$ cat src/rtl/tkh_pkg.sv
package tkh_pkg;

  localparam int CAPACITY = 16;
  localparam int MAX_KEYS = 4;
  localparam int KEY_WIDTH = 32;
  localparam int TAG_WIDTH = 16;
  localparam int SLOT_W = $clog2(CAPACITY);
  localparam int CNT_W = $clog2(CAPACITY + 1);
  localparam int KSEL_W = (MAX_KEYS > 1) ? $clog2(MAX_KEYS) : 1;
  localparam int KCNT_W = $clog2(MAX_KEYS + 1);

  typedef enum logic [1:0] {
    REQ_OFFER = 2'd0,
    REQ_DRAIN = 2'd1,
    REQ_CLEAR = 2'd2,
    REQ_NONE  = 2'd3
  } req_t;

  typedef enum logic [1:0] {
    CFG_WINDOW = 2'd0,
    CFG_KEYS   = 2'd1,
    CFG_ASC    = 2'd2,
    CFG_NULLS  = 2'd3
  } cfg_idx_t;

  typedef enum logic [1:0] {
    PL_DEFAULT = 2'd0,
    PL_FIRST   = 2'd1,
    PL_LAST    = 2'd2,
    PL_UNUSED  = 2'd3
  } null_pl_t;

  typedef enum logic [3:0] {
    ST_IDLE,
    ST_OFFER_RD,
    ST_OFFER_CMP,
    ST_WRITE,
    ST_RISE_RD,
    ST_RISE_CMP,
    ST_FALL_RD,
    ST_FALL_LR,
    ST_FALL_CMP,
    ST_POP,
    ST_EMIT,
    ST_RESULT
  } state_t;

  typedef struct packed {
    logic [KCNT_W-1:0]   keys_used;
    logic [MAX_KEYS-1:0] asc;
    logic [2*MAX_KEYS-1:0] placement;
  } cmp_cfg_t;

  typedef struct packed {
    logic busy;
    logic done;
    logic less;
    logic greater;
  } cmp_stat_t;

endpackage

$ cat src/rtl/tkh_key_cmp.sv
module tkh_key_cmp (
  input  logic                              clk,
  input  logic                              rst,
  input  tkh_pkg::cmp_cfg_t                 cfg,
  input  logic                              start,
  input  logic [tkh_pkg::MAX_KEYS*tkh_pkg::KEY_WIDTH-1:0] a_keys,
  input  logic [tkh_pkg::MAX_KEYS-1:0]      a_nulls,
  input  logic [tkh_pkg::MAX_KEYS*tkh_pkg::KEY_WIDTH-1:0] b_keys,
  input  logic [tkh_pkg::MAX_KEYS-1:0]      b_nulls,
  output tkh_pkg::cmp_stat_t                stat
);

  logic                      busy;
  logic [tkh_pkg::KCNT_W-1:0] idx;
  logic                      done;
  logic                      less;
  logic                      greater;
  logic [tkh_pkg::KSEL_W-1:0] sel;
  logic signed [tkh_pkg::KEY_WIDTH-1:0] ka;
  logic signed [tkh_pkg::KEY_WIDTH-1:0] kb;
  logic                      an;
  logic                      bn;
  logic                      asc;
  logic                      first;
  logic [1:0]                pl;
  logic                      step_lt;
  logic                      step_gt;
  logic                      last_key;

  assign sel = idx[tkh_pkg::KSEL_W-1:0];
  assign ka = a_keys[sel*tkh_pkg::KEY_WIDTH +: tkh_pkg::KEY_WIDTH];
  assign kb = b_keys[sel*tkh_pkg::KEY_WIDTH +: tkh_pkg::KEY_WIDTH];
  assign an = a_nulls[sel];
  assign bn = b_nulls[sel];
  assign asc = cfg.asc[sel];
  assign pl = cfg.placement[2*sel +: 2];
  assign last_key = (idx + tkh_pkg::KCNT_W'(1)) >= cfg.keys_used;

  always_comb begin
    first = asc;
    if (pl == tkh_pkg::PL_FIRST) begin
      first = 1'b1;
    end else if (pl == tkh_pkg::PL_LAST) begin
      first = 1'b0;
    end
    step_lt = 1'b0;
    step_gt = 1'b0;
    if (an && bn) begin
      step_lt = 1'b0;
    end else if (an) begin
      step_lt = first;
      step_gt = !first;
    end else if (bn) begin
      step_lt = !first;
      step_gt = first;
    end else if (ka != kb) begin
      step_lt = (ka < kb) ? asc : !asc;
      step_gt = !step_lt;
    end
  end

  always_ff @(posedge clk) begin
    if (rst) begin
      busy <= 1'b0;
      done <= 1'b0;
      idx <= '0;
      less <= 1'b0;
      greater <= 1'b0;
    end else begin
      done <= 1'b0;
      if (start) begin
        busy <= 1'b1;
        idx <= '0;
      end else if (busy) begin
        if (step_lt || step_gt || last_key) begin
          busy <= 1'b0;
          done <= 1'b1;
          less <= step_lt;
          greater <= step_gt;
        end else begin
          idx <= idx + tkh_pkg::KCNT_W'(1);
        end
      end
    end
  end

  assign stat.busy = busy;
  assign stat.done = done;
  assign stat.less = less;
  assign stat.greater = greater;

  a_done_after_busy: assert property (@(posedge clk) disable iff (rst)
    done |-> $past(busy)) else $error("compare done without work");
  a_excl: assert property (@(posedge clk) disable iff (rst)
    !(less && greater)) else $error("compare both ways");
  a_idx_bound: assert property (@(posedge clk) disable iff (rst)
    busy |-> idx < tkh_pkg::KCNT_W'(tkh_pkg::MAX_KEYS)) else $error("key index out of range");

endmodule

$ cat config.mk
export PLATFORM = sky130hd
export DESIGN_NAME = tkh_key_cmp
export DESIGN_NICKNAME = d
export VERILOG_FILES = /design/src/rtl/tkh_pkg.sv /design/src/rtl/tkh_key_cmp.sv
export SDC_FILE = /design/constraint.sdc
export NUM_CORES = 1
export LEC_CHECK = 0
export BUFFER_PORTS_ARGS = -buffer_cell sky130_fd_sc_hd__buf_2
export CAP_MARGIN = 10
export CORE_AREA = 2 2 112 114
export DETAILED_ROUTE_END_ITERATION = 6
export DIE_AREA = 0 0 114 116
export GPL_TIMING_DRIVEN = 1
export PLACE_DENSITY = 0.57
export SLEW_MARGIN = 5
export SYNTH_ARGS = -nofsm -noshare
export SYNTH_HDL_FRONTEND = slang
export SYNTH_SLANG_ARGS = --single-unit
$ cat constraint.sdc
create_clock -name clk -period 3.5 [get_ports clk]
set_input_delay 0.35 -clock clk [delete_from_list [all_inputs] [get_ports clk]]
set_output_delay 0.35 -clock clk [all_outputs]
set_load 0.02 [all_outputs]
# Word-level counts from Yosys, hierarchy flattened
# Index checks and enable logic that the tools add are counted.
classes:
  n_reduce_logical: 10
  shift: 3
  n_mux: 21
  n_lt_le_gt_ge: 3
  addsub: 1
  eq_ne: 3
  bitwise: 3
ops:
  columns: ["cell", "n"]
  rows:
  - ["$shiftx 128x8->32", 2]
  - ["$lt 32x32->1", 1]
  - ["$ne 32x32->1", 1]
  - ["$mux 1", 18]
  - ["$shiftx 8x4->2", 1]
  - ["$bmux 1 s2", 3]
  - ["$add 3x1->3 const B", 1]
  - ["$ge 3x3->1", 1]
  - ["$logic_not 1->1", 3]
  - ["$lt 2x3->1 const B", 1]
  - ["$not 1->1", 3]
  - ["$reduce_and 3->1", 1]
  - ["$reduce_or 3->1", 1]
  - ["$eq 2x1->1 const B", 1]
  - ["$eq 2x2->1 const B", 1]
  - ["$logic_or 1x1->1", 2]
  - ["$reduce_and 2->1", 1]
  - ["$reduce_or 2->1", 1]
  - ["$logic_and 1x1->1", 1]
word_totals:
  inputBits: 282
  output_inout_bits: 4
  reg_bits: 7
  word_cells: 49

# Logic depth before layout (Yosys ltp)
# Gate-level depths: netlist (run 1).
logic_depth:
  ltp_word: 14
  mapped_depth: 13
  ltp_nobuf: 10

# Least setup slack after synthesis (run 1)
# OpenSTA, ideal clock, no wires.
synth_path:
  path_type: "reg2reg"
  from: "register idx[0] in the netlist's numbering"
  to: "register greater"
  arrival_time_ns: 3.449
  setup_time_ns: 0.124
  setup_slack_ns: -0.072
  path_stages_with_launch: 13
  period_less_slack_ns: 3.572
  required_ns: 3.376
  n_path_buf: 3
  cell_sequence: "dfxtp_1 buf_6 clkbuf_1 buf_2 mux4_2 ha_1 a21oi_1 nor2_1 a2111o_1 o32ai_1 mux2_2 mux2i_1 nand3_1"
synth_via:
  elab_chain_cells: 12
  elab_cells_between_ends: 33
  classes_between: "add/sub: 1; order compare: 2; eq/ne: 3; shift: 3; mux: 17; reduce/logical: 7"
synth_rtl:
  columns: ["element", "line", "rtl"]
  rows:
  - ["from (decl)", "tkh_key_cmp.sv:14", "logic [tkh_pkg::KCNT_W-1:0] idx;"]
  - ["from (signal assigned)", "tkh_key_cmp.sv:81", "idx <= idx + tkh_pkg::KCNT_W'(1);"]
  - ["branches (longest 12 deep; another with $lt 32x32->1)", null, null]
  - ["to (signal assigned)", "tkh_key_cmp.sv:79", "greater <= step_gt;"]
  - ["to (decl)", "tkh_key_cmp.sv:17", "logic greater;"]
# Several ways; the timed one is not identified. The select of a mux whose other input is x is not followed.
# A chain may end at the register's enable or synchronous reset.

# Final worst setup path (run 1)
# Ends and elaborated chain as after synthesis.

==> key figures, run 1 <==
Outcome
  • Status: finished clean

Global route
  • All-Layer GR Usage: 0.166
  • Grt ovf: 0
  • Vias in the first global route: 3586
  • First-pass GRT wire length: 17200 um
  • Initial antenna violation count: 4
  • Largest net degree at the start of global routing: 28

Place
  • # placed instances: 680
  • # port buffers: 285
  • Gp weighted congestion: 0.773
  • Dpl hpwl: 10500 um
  • Placed instance area: 0.00458 mm^2
  • DP Worst Slack: 177 ps

Worst setup path
  • Crit path max-delay cell type: mux4_2
  • Worst setup EP type: register
  • Cell Chain, Critical Path: buf_12 -> buf_4 -> mux4_2 -> inv_1 -> ha_1 -> a21oi_1 -> o21ai_0 -> o2bb2ai_1 -> o32ai_1 -> mux2_2 -> mux2i_1 -> nand3_1
  • CP required: 3610 ps
  • CP Class: register to register
  • Worst Path Arrival: 3370 ps
  • Startpoint Class: register
  • Worst path max stage delay: 530 ps
  • CP max FO: 27

Power and ir drop
  • Leak: 2.35 nW
  • Internal power: 462 uW
  • Switching Fraction: 0.291
  • Clock power frac: 0.299
  • Max VDD drop: 0.000139 V
  • Power density over the cells: 139 mW/mm^2
  • Combinational power share: 0.573
  • Sequential Power Share: 0.128
  • Net switching power: 189 uW

STA
  • Smallest hold slack: 332 ps
  • Unrepaired setup endpoints after global routing: false
  • Final setup vio count: 0
  • Final Max Slew Viols: 0
  • Tmin final: 3260 ps
  • Sum Neg Setup Slack: 0 ps
  • Hold Vio Cnt, Final: 0
  • Worst-case clock skew: 1.99 ps
  • Worst slew pin tran: 325 ps
  • Fmax: 0.307 GHz
  • Post-route setup slack: 242 ps
  • Tcrit/Tclk final: 0.931
  • Max_slew headroom: 0.781

Clocking
  • CTS sink count: 7
  • Root Buffer: clkbuf_16
  • CTS max path bufs: 2
  • Post-CTS Hold Buffers: 0
  • Total CTS buffers: 3
  • H-Tree Level Count: 1
  • Clock transition at path regs: 40 ps
  • CTS tree: built
  • Post-CTS setup buffer count: 0
  • Later-pin clock latency in the skew report: 230 ps

Logic synthesis
  • Synth Area per Inst: 11.4 um^2
  • Top_reg_cell synth: dfxtp_1
  • Post-synthesis xor/xnor area fraction: 0.00894
  • Post-synthesis register bit count: 7
  • Synth Area in Adders: 0.153
  • Synth Warn #: 0
  • Mapped Cells: 259
  • Ys async rst share: 0
  • Largest family of logic cells by synthesized area: multiplexers
  • Post-synth EDFFs: 0
  • Post-Syn Area: 0.00294 mm^2
  • Post-synth net total: 577
  • Compound-gate portion of the synthesized area: 0.0740
  • Post-synthesis simple-gate area fraction: 0.0830
  • Sequential area share after synthesis: 0.0477
  • Mux contribution to synthesized area: 0.549
  • Synth unique cells: 40

Cells and area
  • Commonest non-fill, non-tap cell in the layout: buf_2
  • Layout area overhead: 58.9%
  • Register Area: 148 um^2
  • Multi-input gate area: 0.00256 mm^2
  • Most frequent cells in the layout: buf_2, mux4_2, inv_1
  • Share of layout cells above drive strength 1: 0.698
  • Number of fill cells: 1198
  • Final net count: 856
  • Final std cells w/o fill: 686
  • Design area: 0.00467 mm^2

Floorplanning
  • Die width: 114 um
  • Initial Utilization: 0.247
  • Row Count: 40
  • I/O pin count: 286
  • Die height: 116 um
  • Core ar.: 0.0119 mm^2
  • Area of the die: 0.0132 mm^2

Route
  • DR vias/cell: 4.93
  • DRC: 0
  • Vias: 3379
  • Final WL: 11400 um
  • Initial DRC Count: 83
  • Final ANT Viol Nets: 0
  • Post-DR wirelength/cell: 16.6 um
  • First-pass DRT Iterations: 4

Run
  • Total of max-cap violations: 0

Hold path
  • Worst Hold Class: input pin to register
==> critical path, delay by kind of cell (launching register included) <==
family                     cells  cell delay [ps]
buffers and inverters          3              520
and+or+nand+nor                1               80
DFF                            1              370
muxes                          3             1130
adders and majority gates      1              230
AOI/OAI and AO/OA              4              780
==> synthesized netlist by cell type (2+ instances only) <==
cell type	number	area [um^2]
buf_1	2	7.51
buf_4	4	30.0
inv_1	37	139
nor2_1	9	33.8
mux2i_1	5	50.1
nor3_1	5	25.0
nand2b_1	3	18.8
nand2_1	13	48.8
a21o_1	2	15.0
nand3_1	2	10.0
a21oi_1	16	80.1
mux4_2	69	1550
clkbuf_1	9	33.8
dfxtp_1	7	140
ha_1	36	450
buf_2	5	25.0
o21ai_0	5	25.0
xor2_1	3	26.3
nand4_1	6	37.5
==> area by class of cell <==
| class | count | share of cell area |
|---|---|---|
| tap | 147 | 0.0394 |
| timing repair buffer | 295 | 0.332 |
| clock buffer | 4 | 0.0169 |
| sequential | 7 | 0.0316 |
| multi-input combinational | 194 | 0.549 |
| inverter | 37 | 0.0297 |
| antenna | 2 | 0.00107 |
==> final timing paths <==
check	start	to	slack, ps	cells past startpoint
setup / recovery	idx[0]	greater	240	12
hold / removal	start	idx[1]	330	2
setup reg to reg	idx[0]	greater	240	12
hold reg to reg	less	less	470	2
==> through the flow <==
step | power (mW) | utilization
global placement | 0.454 | 0.384
global route | 0.708 | 0.392
floorplan | 0.265 | -
detailed placement | 0.461 | 0.384
CTS | 0.661 | 0.391
finish | 0.651 | 0.392
==> power groups by stage <==
stage / Sequential, mW / Combinational [mW] / Clock [mW]
6_report: 0.0836 / 0.373 / 0.194
5_1_grt: 0.0840 / 0.418 / 0.206
4_1_cts: 0.0836 / 0.379 / 0.199
3_5_place_dp: 0.0849 / 0.376 / 0
3_3_place_gp: 0.0849 / 0.369 / 0
2_1_floorplan: 0.0857 / 0.179 / 0
==> routing by layer <==
layer,up-vias,routed length (um),GRT usage
met2,178,6420,0.338
met4,2,92,0.0285
li1,1607,-,-
met1,1584,3990,0.178
met5,-,7,0
met3,8,907,0.0329
==> kinds of logic after synthesis <==
family,Yosys count
muxes,75
buffers and inverters,58
and+or+nand+nor,46
adders and majority gates,36
AOI/OAI and AO/OA,34
DFF,7
xor gates and xnor gates,3
==> flip-flops by register name, summed over array words and instances (netlist names) <==
signal	count
done	1
busy	1
greater	1
less	1
idx	3
==> timing repair <==
| item | 4_1_cts | 5_1_grt |
|---|---|---|
| hold endpoints to repair | 0 | 0 |
| endpoints found under the setup margin | 0 | 1 |
| resized for setup | 0 | 1 |
No activity file was read; power rests on OpenSTA's default activity.
==> inputs of run 2 (changes only) <==
--- a/config.mk
+++ b/config.mk
@@ -7,11 +7,11 @@
 export LEC_CHECK = 0
 export BUFFER_PORTS_ARGS = -buffer_cell sky130_fd_sc_hd__buf_2
 export CAP_MARGIN = 10
-export CORE_AREA = 2 2 112 114
+export CORE_AREA = 2 2 111 113
 export DETAILED_ROUTE_END_ITERATION = 6
-export DIE_AREA = 0 0 114 116
+export DIE_AREA = 0 0 113 115
 export GPL_TIMING_DRIVEN = 1
-export PLACE_DENSITY = 0.57
+export PLACE_DENSITY = 0.58
 export SLEW_MARGIN = 5
 export SYNTH_ARGS = -nofsm -noshare
 export SYNTH_HDL_FRONTEND = slang
==> key figures, run 2 (synthesized netlist as in run 1, its figures left out) <==
Cells and area
  • Largest register FFs: 3 (unchanged)
  • Multi-input gate area: 0.00255 mm^2 (-0.44%)
  • Layout area overhead: 58.5%
  • Commonest non-fill, non-tap cell in the layout: buf_2
  • Number of fill cells: 1193 (-0.42%)
  • Final net count: 856 (unchanged)
  • Most frequent cells in the layout: buf_2, mux4_2, inv_1
  • Final std cells w/o fill: 685 (-0.15%)
  • Share of layout cells above drive strength 1: 0.698 (unchanged)
  • Most flops, register: idx
  • Register Area: 148 um^2 (unchanged)

Power and ir drop
  • Max VDD drop: 0.000123 V (-12%)
  • Pwr Total: 656 uW (+0.73%)
  • Leak: 2.34 nW (-0.40%)
  • Power density over the cells: 141 mW/mm^2 (+0.94%)

Route
  • Post-DR wirelength/cell: 16.8 um (+0.67%)
  • Vias: 3355 (-0.71%)
  • Initial DRC Count: 80 (-3.6%)
  • DR vias/cell: 4.90 (-0.57%)
  • Final WL: 11500 um (+0.53%)
  • First-pass DRT Iterations: 7 (+3)
  • DRC: 16 (+16)
  • Final ANT Viol Nets: 0 (unchanged)

STA
  • Final setup vio count: 0 (unchanged)
  • Fmax: 0.314 GHz (+2.2%)
  • Unrepaired setup endpoints after global routing: false
  • Tmin final: 3190 ps (-69.9 ps)
  • Tcrit/Tclk final: 0.911 (-0.0200)
  • Worst-case clock skew: 1.78 ps (-0.209 ps)
  • Max_slew headroom: 0.747 (-0.0338)
  • Final Max Slew Viols: 0 (unchanged)
  • Worst slew pin tran: 379 ps (+54.1 ps)
  • Hold Vio Cnt, Final: 0 (unchanged)
  • Smallest hold slack: 351 ps (+18.8 ps)
  • Sum Neg Setup Slack: 0 ps (unchanged)

Run
  • Total of max-cap violations: 0 (unchanged)

Place
  • Gp weighted congestion: 0.751 (-2.8%)
  • Dpl hpwl: 10500 um (+0.27%)
  • # port buffers: 285 (unchanged)
  • # placed instances: 680 (unchanged)

Worst setup path
  • Worst Reg-to-Reg Cells: 11 (-1)
  • Startpoint Class: register
  • CP max FO: 16 (-41%)
  • CP required: 3650 ps (+40 ps)
  • Worst setup EP type: register
  • CP Class: register to register
  • Worst Path Arrival: 3340 ps (-30 ps)

Global route
  • Grt ovf: 0 (unchanged)
  • Initial antenna violation count: 1 (-3)
  • First-pass GRT wire length: 17500 um (+1.9%)
  • Largest net degree at the start of global routing: 28 (unchanged)
  • Vias in the first global route: 3630 (+1.2%)
  • All-Layer GR Usage: 0.171 (+0.00504)

Clocking
  • CTS max path bufs: 2 (unchanged)
  • Post-CTS Hold Buffers: 0 (unchanged)
  • CTS tree: built
  • Root Buffer: clkbuf_16
  • H-Tree Level Count: 1 (unchanged)
  • Clock transition at path regs: 40 ps (about the same)
  • CTS resizes: 0 (unchanged)
  • CTS sink count: 7 (unchanged)
  • Later-pin clock latency in the skew report: 240 ps (about the same)
  • Post-CTS setup buffer count: 0 (unchanged)
  • Total CTS buffers: 3 (unchanged)

Floorplanning
  • Die height: 115 um (-0.86%)
  • Die width: 113 um (-0.88%)
  • Area of the die: 0.0130 mm^2 (-1.7%)
  • I/O pin count: 286 (unchanged)
  • Row Count: 40 (unchanged)
  • Core ar.: 0.0118 mm^2 (-0.84%)
  • Initial Utilization: 0.249 (+0.00209)

Outcome
  • Status: finished with violations
  • Failing checks: DRC

Hold path
  • Worst Hold Class: input pin to register
  • Hold Path Cell Cnt: 2 (unchanged)
-- run 2: power by group --
group / internal, mW / switching (mW) / leakage [nW]
Sequential: 0.0816 / 0.00220 / 0.0586
Clock: 0.152 / 0.0487 / 0.0382
Combinational: 0.228 / 0.143 / 2.24
Total: 0.462 / 0.194 / 2.34
-- run 2: worst max-delay path: stages, from the launching register on --
cell      delay, ps
dfxtp_4         380
buf_6           250
mux4_2          540
ha_1            310
nand2_1          80
nor4_1          380
buf_4           200
nand4_2         100
a221oi_2        390
nand3_1         140
xor2_1          160
nor3_1          140
-- run 2: per-stage QoR --
step           setup WS [ps]   util  cell area [um^2]
4_1_cts                  174  0.394              4650
5_1_grt                 16.6  0.395              4660
3_5_place_dp             195  0.387              4580
6_report                 312  0.395              4660
3_3_place_gp             231  0.387              4580
2_1_floorplan            109      -              2940
-- run 2: worst paths after layout --
check	from	end	slack, ps
max	idx[0]	idx[2]	310
min	start	idx[0]	350
max reg2reg	idx[0]	idx[2]	310
min reg2reg	less	less	480
-- run 2: area by class of cell --
class                   instances  area share
diodes                          1    0.000537
clock buffers                   4      0.0169
inverters                      37      0.0298
multi-input cells             194       0.548
flip-flops and latches          7      0.0317
well taps                     147      0.0395
repair buffers                295       0.334
-- run 2: routing by layer --
layer	GRT usage	up-vias	part of all wire	wire [um]
met1	0.184	1572	0.36	4090
met3	0.0306	10	0.082	945
li1	-	1597	-	-
met2	0.349	176	0.55	6300
met4	0.0317	0	0.012	138
met5	0	-	0	0
